`src/rtl/core/settings_frame_parser_top_macros.svh`:
```
// Assertion helpers shared by the frame parser RTL.
// Each macro checks a property on the rising clock edge, muted while reset is held.
`ifndef SETTINGS_FRAME_PARSER_TOP_MACROS_SVH
`define SETTINGS_FRAME_PARSER_TOP_MACROS_SVH

// Same-cycle implication
`define SFP_ASSERT_IMP(label, clk, rst_n, ante, cons) \
  label: assert property (@(posedge clk) disable iff (!rst_n) (ante) |-> (cons)) \
    else $error("frame parser check failed");

// Next-cycle implication
`define SFP_ASSERT_NXT(label, clk, rst_n, ante, cons) \
  label: assert property (@(posedge clk) disable iff (!rst_n) (ante) |=> (cons)) \
    else $error("frame parser check failed");

`endif

```
`src/rtl/core/sfp_pkg.sv`:
```
`default_nettype none

package sfp_pkg;

  // Frame geometry
  localparam int unsigned FRAME_LEN   = 12;
  localparam int unsigned STORE_DEPTH = FRAME_LEN - 1;
  localparam int unsigned POS_W       = 4;
  localparam int unsigned BYTE_W      = 7;
  localparam int unsigned VAL_W       = 14;
  localparam int unsigned IN_DATA_W   = 8;
  localparam int unsigned OUT_DATA_W  = 80;
  localparam int unsigned KIND_W      = 2;

  localparam logic [POS_W-1:0] LAST_POS = POS_W'(FRAME_LEN - 1);

  // Byte clamp and command codes
  localparam logic [IN_DATA_W-1:0] BYTE_MAX     = 8'h63;
  localparam logic [BYTE_W-1:0]    CODE_WIDTHS  = 7'h0a;
  localparam logic [BYTE_W-1:0]    CODE_PERIODS = 7'h14;
  localparam logic [BYTE_W-1:0]    CODE_CHARGE  = 7'h1e;

  // Value limits
  localparam logic [VAL_W-1:0] CHARGE_MAX = 14'd130;
  localparam logic [VAL_W-1:0] MIN_WIDTH  = 14'd5;
  localparam logic [VAL_W-1:0] MIN_CHARGE = 14'd3;

  // Frame kinds
  typedef enum logic [KIND_W-1:0] {
    KIND_NONE    = 2'd0,
    KIND_WIDTHS  = 2'd1,
    KIND_PERIODS = 2'd2,
    KIND_CHARGE  = 2'd3
  } kind_t;

  // Completed frame: body[0] is the first byte, last is the twelfth
  typedef struct packed {
    logic [STORE_DEPTH-1:0][BYTE_W-1:0] body;
    logic [BYTE_W-1:0]                  last;
  } frame_t;

  // Decoded result
  typedef struct packed {
    kind_t                 kind;
    logic [4:0][VAL_W-1:0] vals;
    logic [BYTE_W-1:0]     ack;
  } result_t;

endpackage

`default_nettype wire

```
`src/rtl/core/sfp_collect.sv`:
```
`default_nettype none

module sfp_collect
  import sfp_pkg::*;
(
  input  wire logic                 clk,
  input  wire logic                 rst_n,
  input  wire logic                 in_tvalid,
  output logic                      in_tready,
  input  wire logic [IN_DATA_W-1:0] in_tdata,
  input  wire logic                 frame_take,
  output frame_t                    frame,
  output logic                      frame_vld
);

  `include "settings_frame_parser_top_macros.svh"

  logic [STORE_DEPTH-1:0][BYTE_W-1:0] store_r;
  logic [POS_W-1:0]                   pos_r, pos_nxt;
  logic                               frame_vld_r, frame_vld_nxt;
  frame_t                             frame_r;
  logic [BYTE_W-1:0]                  byte_c;
  logic                               accept, at_last;

  // Handshake: free when the frame slot is empty or drains this cycle
  assign in_tready = !frame_vld_r || frame_take;
  assign accept    = in_tvalid && in_tready;
  assign at_last   = (pos_r >= LAST_POS);

  // Clamp to 99
  assign byte_c = (in_tdata > BYTE_MAX) ? BYTE_MAX[BYTE_W-1:0] : in_tdata[BYTE_W-1:0];

  // Position and frame slot control
  always_comb begin
    pos_nxt       = pos_r;
    frame_vld_nxt = frame_vld_r;
    if (frame_take) begin
      frame_vld_nxt = 1'b0;
    end
    if (accept) begin
      if (at_last) begin
        pos_nxt       = '0;
        frame_vld_nxt = 1'b1;
      end else begin
        pos_nxt = pos_r + POS_W'(1);
      end
    end
  end

  always_ff @(posedge clk) begin
    if (!rst_n) begin
      pos_r       <= '0;
      frame_vld_r <= 1'b0;
    end else begin
      pos_r       <= pos_nxt;
      frame_vld_r <= frame_vld_nxt;
    end
  end

  // Byte store and frame snapshot
  always_ff @(posedge clk) begin
    if (accept) begin
      if (at_last) begin
        frame_r.body <= store_r;
        frame_r.last <= byte_c;
      end else begin
        store_r[pos_r] <= byte_c;
      end
    end
  end

  assign frame     = frame_r;
  assign frame_vld = frame_vld_r;

  `SFP_ASSERT_IMP(a_pos_range, clk, rst_n, 1'b1, pos_r <= LAST_POS)
  `SFP_ASSERT_NXT(a_last_wraps, clk, rst_n, accept && at_last,
                  frame_vld_r && pos_r == '0)
  `SFP_ASSERT_NXT(a_mid_steps, clk, rst_n, accept && !at_last,
                  pos_r == $past(pos_r) + POS_W'(1) && frame_vld_r == $past(frame_vld_nxt))

endmodule

`default_nettype wire

```
`src/rtl/core/sfp_decode.sv`:
```
`default_nettype none

module sfp_decode
  import sfp_pkg::*;
(
  input  wire frame_t frame,
  output result_t     result
);

  logic [4:0][VAL_W-1:0] pair;
  logic [VAL_W-1:0]      charge;
  logic                  match;

  // Two-digit pairs: high*100 + low, 100 = 64 + 32 + 4
  always_comb begin
    for (int i = 0; i < 5; i++) begin
      pair[i] = (VAL_W'(frame.body[1 + 2*i]) << 6) + (VAL_W'(frame.body[1 + 2*i]) << 5)
              + (VAL_W'(frame.body[1 + 2*i]) << 2) + VAL_W'(frame.body[2 + 2*i]);
    end
  end

  // Charge time saturates at 130
  assign charge = (pair[0] >= CHARGE_MAX) ? CHARGE_MAX : pair[0];
  assign match  = (frame.body[0] == frame.last);

  // Kind select and value defaults
  always_comb begin
    result.kind = KIND_NONE;
    result.vals = '0;
    result.ack  = '0;
    if (match && (frame.last == CODE_WIDTHS || frame.last == CODE_PERIODS)) begin
      result.kind = (frame.last == CODE_WIDTHS) ? KIND_WIDTHS : KIND_PERIODS;
      for (int i = 0; i < 5; i++) begin
        result.vals[i] = (pair[i] == '0) ? MIN_WIDTH : pair[i];
      end
      result.ack = frame.last;
    end else if (match && frame.last == CODE_CHARGE) begin
      result.kind    = KIND_CHARGE;
      result.vals[0] = (charge == '0) ? MIN_CHARGE : charge;
      result.vals[1] = (pair[1] == '0) ? MIN_CHARGE : pair[1];
      result.vals[2] = VAL_W'(frame.body[5]);
      result.ack     = frame.last;
    end
  end

endmodule

`default_nettype wire

```
`src/rtl/core/settings_frame_parser_top.sv`:
```
// Path: the twelfth byte of a frame is captured in the frame snapshot register, then its result in the output register.
// Throughput: one input beat per cycle while in_tready is high; a frame of twelve bytes yields one result beat.
// Rate is set by a frame snapshot register and an output register with pass-through ready.
// Reset: synchronous, active low; clears byte position and both valid flags, store is not cleared.
`default_nettype none

module settings_frame_parser_top
  import sfp_pkg::*;
(
  input  wire logic                  clk,
  input  wire logic                  rst_n,
  input  wire logic                  in_tvalid,
  output logic                       in_tready,
  input  wire logic [IN_DATA_W-1:0]  in_tdata,   // [7:0] rx_byte
  output logic                       out_tvalid,
  input  wire logic                  out_tready,
  output logic [OUT_DATA_W-1:0]      out_tdata,  // [13:0] value_one, [27:14] value_two,
                                                 // [41:28] value_three, [55:42] value_four,
                                                 // [69:56] value_five, [76:70] ack_byte, zero pad
  output logic [KIND_W-1:0]          out_tuser   // [1:0] frame_kind
);

  `include "settings_frame_parser_top_macros.svh"

  frame_t  frame;
  logic    frame_vld;
  result_t result;
  result_t res_r;
  logic    out_vld_r, out_vld_nxt;
  logic    out_en;

  // Output register loads when empty or being drained
  assign out_en = !out_vld_r || out_tready;

  sfp_collect u_collect (
    .clk        (clk),
    .rst_n      (rst_n),
    .in_tvalid  (in_tvalid),
    .in_tready  (in_tready),
    .in_tdata   (in_tdata),
    .frame_take (out_en),
    .frame      (frame),
    .frame_vld  (frame_vld)
  );

  sfp_decode u_decode (
    .frame  (frame),
    .result (result)
  );

  assign out_vld_nxt = out_en ? frame_vld : out_vld_r;

  always_ff @(posedge clk) begin
    if (!rst_n) begin
      out_vld_r <= 1'b0;
    end else begin
      out_vld_r <= out_vld_nxt;
    end
  end

  always_ff @(posedge clk) begin
    if (out_en && frame_vld) begin
      res_r <= result;
    end
  end

  // Result beat packing
  assign out_tvalid = out_vld_r;
  assign out_tuser  = res_r.kind;
  assign out_tdata  = {3'b000, res_r.ack, res_r.vals[4], res_r.vals[3], res_r.vals[2],
                       res_r.vals[1], res_r.vals[0]};

  `SFP_ASSERT_NXT(a_frame_lands, clk, rst_n, frame_vld && out_en, out_vld_r)
  `SFP_ASSERT_IMP(a_none_no_ack, clk, rst_n, out_vld_r && res_r.kind == KIND_NONE,
                  res_r.ack == '0 && res_r.vals == '0)

endmodule

`default_nettype wire

```
`config.mk`:
```
export PLATFORM = sky130hd
export DESIGN_NAME = settings_frame_parser_top
export DESIGN_NICKNAME = d
export VERILOG_FILES = /design/src/rtl/core/sfp_pkg.sv /design/src/rtl/core/sfp_collect.sv /design/src/rtl/core/sfp_decode.sv /design/src/rtl/core/settings_frame_parser_top.sv
export VERILOG_INCLUDE_DIRS = /design/src /design/src/rtl/core
export SDC_FILE = /design/constraint.sdc
export NUM_CORES = 1
export LEC_CHECK = 0
export ABC_AREA = 1
export BUFFER_PORTS_ARGS = -buffer_cell sky130_fd_sc_hd__buf_2
export CAP_MARGIN = 20
export CORE_MARGIN = 8
export CORE_UTILIZATION = 40
export DETAILED_ROUTE_END_ITERATION = 6
export GPL_TIMING_DRIVEN = 0
export PLACE_DENSITY = 0.61
export SYNTH_ARGS = -nofsm -noshare
export SYNTH_HDL_FRONTEND = slang
export SYNTH_SLANG_ARGS = --single-unit
```
`constraint.sdc`:
```
create_clock -name clk -period 14.5 [get_ports clk]
set_input_delay 0.725 -clock clk [delete_from_list [all_inputs] [get_ports clk]]
set_output_delay 0.725 -clock clk [all_outputs]
set_load 0.01 [all_outputs]
```
==> results <==
- The category of the critical setup timing path is register to register.
- The average instance area after synthesis is 11.7 µm².
- The number of buffers inserted during clock tree synthesis is 28.
- Across all setup checks in the final design, the least slack found is 10.98 ns.
- Clock tree synthesis found a total of 246 sinks.
- The number of input and output port buffers inserted is 92.
- The total count of max-transition violations in the final report is 0.
- The headroom to the max-slew limit is 28.6%.
- Dividing the final minimum period by the clock period gives 24.3%.
- The synthesized flop and latch total is 246.
- In the synthesized netlist, the number of instances is 1073.
- The total number of yosys warnings is 0.
- The post-synthesis instance area is 12600 µm².
- In this run, the number of DRC markers left after iteration 0 of detailed routing was 393.
- The post-synthesis to final-layout area growth is 16.9%.
- Timing would allow up to 0.284 GHz.
- The netlist uses 42 different library cells.
- The tightest min-delay check is of the register to register type.
- The async set-reset flop share out of synthesis is 0%.
- The proportion of layout cells with a drive suffix above 1 is 16.0%.
- The number of antenna diodes in the final layout is 0.
- The sequential-to-total area share from yosys stat is 58.2%.
- The detailed-route vias per instance is 4.72.
- The first global-routing pass estimated 39600 µm of wire.
- The routability congestion estimate is 0.797.
- Summed over all cells, the static leakage comes to 0.00654 µW.
- The hold buffer count at cts is 0.
- The number of antenna violations at the first check in global routing is 0.
- In this run, synthesis inferred 240 flip-flops with an integrated enable.
- The number of remaining DRC errors is 0.
- The worst setup path is launched from a register.
- The total area of multi-input combinational cells is 4710 µm².
- The root buffer cell is sky130_fd_sc_hd__clkbuf_16.
- Power spread over the standard cell area amounts to 102 nW/µm².
- The number of nets in the final layout is 1380.
- The cell depth of the worst hold path is 0.
- The region available for standard cell placement spans 31300 µm².
- For the pin with the worst max-slew slack, the measured transition is 1.07 ns.
- For the worst-skew pair, the clock arrives at the later sink with an insertion delay of 0.54 ns.
- Adding up every negative setup slack in the final design gives 0 ns.
- Setup repair after global routing left no endpoint under its margin.
- The via count is 7728.
- The register area is 7330 µm².
- Clock-pin slew was measured on the worst setup and hold paths at 0.06 ns.
- Max-cap violations in this run came to 0.
- The number of hold-slack violations in the final timing report is 0.
- The top fanout value on the critical path is 8.
- The cell depth of the worst flop-to-flop path is 11.
- At the worst endpoint, the required time is 14.78 ns.
- The number of gates resized after CTS was 0.
- The buffer count from post-CTS setup fixing is 0.
- The die span in x is 193 µm.
- Fill cells in the final layout number 2802.
- The critical path capture point type is a register.
- The die extent in y is 193 µm.
- TritonCTS built the clock tree.
- Subtracting the final worst setup slack from the clock period gives 3.52 ns.
- The total overflow left after global routing is 0.
- The area of the die is 37400 µm².
- For flop-to-flop paths, the worst setup slack is 10.98 ns.
- The placed wire-length estimate after detailed placement is 18000 µm.
- The overall fraction of global-route tracks in use is 12.7%.
- For this run, the leading register cell type out of synthesis is sky130_fd_sc_hd__edfxtp_1.
- The first detailed-routing pass took 5 iterations.
- The average routed wire per standard cell is 14.5 µm.
- The flow ran to the end, and the final reports show no timing, DRC or antenna violations.
- The remaining antenna violation count after routing is 0.
- The worst clock skew is 0.0186 ns.
- The routed design has 23700 µm of wire.
- The initial cell density of the core is 40.2%.
- The top-level port count is 96.
- The pin count of the biggest net entering global routing is 33.
- The number of global-route vias before repair came to 8007.
- CTS built an H-tree with a depth of 1.
- The data arrival time at the worst-slack endpoint is 3.80 ns.
- The worst-case IR drop observed on VDD is 0.0828 mV.
- Timing analysis after detailed placement gives a worst setup slack of 11.00 ns.
- The total number of placement rows is 65.
- The number of failing setup endpoints in the final timing report is 0.
- The number of buffers on the longest clock path is 3.
[metal layers]
metal	wire length [µm]	vias to the layer above	global-route usage, %
li1	-	3969	-
met1	10900	3590	16.0
met2	11400	127	22.3
met3	937	42	2.19
met4	480	0	3.39
met5	0	-	0
[state kept, by name (all words and copies together) (netlist names)]
register and cells:
u_collect.frame 84, u_collect.pos_r 4, out_tdata 77, out_tvalid 1
u_collect.frame_vld 1, out_tuser 2, u_collect.store_r 77
[synth_stat cells (2+ instances only)]
| library cell | count | area, µm² |
|---|---|---|
| sky130_fd_sc_hd__clkbuf_1 | 2 | 7.51 |
| sky130_fd_sc_hd__a21boi_1 | 2 | 15.0 |
| sky130_fd_sc_hd__inv_2 | 5 | 18.8 |
| sky130_fd_sc_hd__and2_1 | 4 | 25.0 |
| sky130_fd_sc_hd__nor2_1 | 95 | 357 |
| sky130_fd_sc_hd__or2_0 | 2 | 12.5 |
| sky130_fd_sc_hd__a21o_1 | 2 | 15.0 |
| sky130_fd_sc_hd__dfxtp_1 | 6 | 120 |
| sky130_fd_sc_hd__nand3b_1 | 2 | 15.0 |
| sky130_fd_sc_hd__buf_4 | 4 | 30.0 |
| sky130_fd_sc_hd__nand2_1 | 191 | 717 |
| sky130_fd_sc_hd__nand3_1 | 56 | 280 |
| sky130_fd_sc_hd__nand2_2 | 7 | 43.8 |
| sky130_fd_sc_hd__inv_1 | 138 | 518 |
| sky130_fd_sc_hd__xnor2_1 | 10 | 87.6 |
| sky130_fd_sc_hd__nand2_4 | 2 | 22.5 |
| sky130_fd_sc_hd__nor3_1 | 19 | 95.1 |
| sky130_fd_sc_hd__o21bai_1 | 3 | 22.5 |
| sky130_fd_sc_hd__edfxtp_1 | 240 | 7210 |
| sky130_fd_sc_hd__xor2_1 | 16 | 140 |
| sky130_fd_sc_hd__o21ai_0 | 9 | 45.0 |
| sky130_fd_sc_hd__nand3_2 | 4 | 40.0 |
| sky130_fd_sc_hd__buf_2 | 2 | 10.0 |
| sky130_fd_sc_hd__nand4_1 | 31 | 194 |
| sky130_fd_sc_hd__or2_2 | 4 | 25.0 |
| sky130_fd_sc_hd__a31oi_1 | 3 | 18.8 |
| sky130_fd_sc_hd__a21oi_1 | 41 | 205 |
| sky130_fd_sc_hd__or2_1 | 2 | 12.5 |
| sky130_fd_sc_hd__nor2_2 | 6 | 37.5 |
| sky130_fd_sc_hd__ha_1 | 124 | 1550 |
| sky130_fd_sc_hd__fa_1 | 30 | 601 |
[critical path, cell delays in order, from the launching register on]
cell and delay, ns:
sky130_fd_sc_hd__edfxtp_1 0.49, sky130_fd_sc_hd__fa_1 0.59, sky130_fd_sc_hd__fa_1 0.42, sky130_fd_sc_hd__ha_1 0.39
sky130_fd_sc_hd__a21oi_1 0.23, sky130_fd_sc_hd__nor2_1 0.08, sky130_fd_sc_hd__o21ai_0 0.21, sky130_fd_sc_hd__nand4_1 0.16
sky130_fd_sc_hd__xnor2_1 0.22, sky130_fd_sc_hd__nand2_1 0.23, sky130_fd_sc_hd__nand2_2 0.19, sky130_fd_sc_hd__nor2_1 0.05
[cells by family (layout without fill, tap and decap cells)]
family	count (synthesis)	after routing	share of synthesized area (%)
other	1	6	0.0298
and+or+nand+nor	429	429	15.3
xor gates and xnor gates	26	26	1.81
buffers and inverters	153	311	4.76
adders and majority gates	154	154	17.1
AOI/OAI and AO/OA	64	64	2.80
DFF	246	246	58.2
[layout by cell type (no fill, tap or decap), types with 9 or more instances in the layout]
master / instances
sky130_fd_sc_hd__edfxtp_1: 240
sky130_fd_sc_hd__nand2_1: 191
sky130_fd_sc_hd__inv_1: 138
sky130_fd_sc_hd__ha_1: 124
sky130_fd_sc_hd__buf_2: 96
sky130_fd_sc_hd__nor2_1: 94
sky130_fd_sc_hd__nand3_1: 56
sky130_fd_sc_hd__a21oi_1: 40
sky130_fd_sc_hd__nand4_1: 31
sky130_fd_sc_hd__fa_1: 30
sky130_fd_sc_hd__clkbuf_16: 29
sky130_fd_sc_hd__nor3_1: 19
sky130_fd_sc_hd__xor2_1: 16
sky130_fd_sc_hd__xnor2_1: 10
sky130_fd_sc_hd__o21ai_0: 9
sky130_fd_sc_hd__clkinv_2: 9
[path summary, 6_finish.rpt]
path	from	end
worst min-delay path	u_collect.store_r[74]	u_collect.frame[81]
worst min register to register	u_collect.store_r[74]	u_collect.frame[81]
worst max register to register	u_collect.frame[42]	out_tdata[36]
worst max-delay path	u_collect.frame[42]	out_tdata[36]
[metrics by stage]
step           power, µW  area [µm²]  hold slack [ns]  instances  utilization, %
6_report            1500       14700            0.417       1638            47.0
5_1_grt             1550       14700            0.421       1638            47.0
4_1_cts             1520       14700            0.416       1633            46.9
3_5_place_dp         810       13700            0.405       1581            43.9
3_3_place_gp         809       13600            0.400       1572            43.4
2_1_floorplan        801       12600            0.400       1078               -
[power by group]
group	internal [µW]	switching, µW	total [µW]	leakage (µW)
Clock	422	284	707	0.000465
Combinational	4.39	12.0	16.4	0.00373
Sequential	777	1.22	778	0.00234
Total	1200	298	1500	0.00654
[cell type report]
| type | instances | share of cell area (%) |
|---|---|---|
| buffer | 9 | 0.399 |
| timing repair buffer | 106 | 4.33 |
| inverter | 144 | 3.67 |
| tap | 402 | 3.41 |
| clock buffer | 30 | 4.95 |
| sequential | 246 | 49.7 |
| clock inverter | 22 | 1.53 |
| multi-input combinational | 679 | 32.0 |
(Power assumes the default switching activity.)
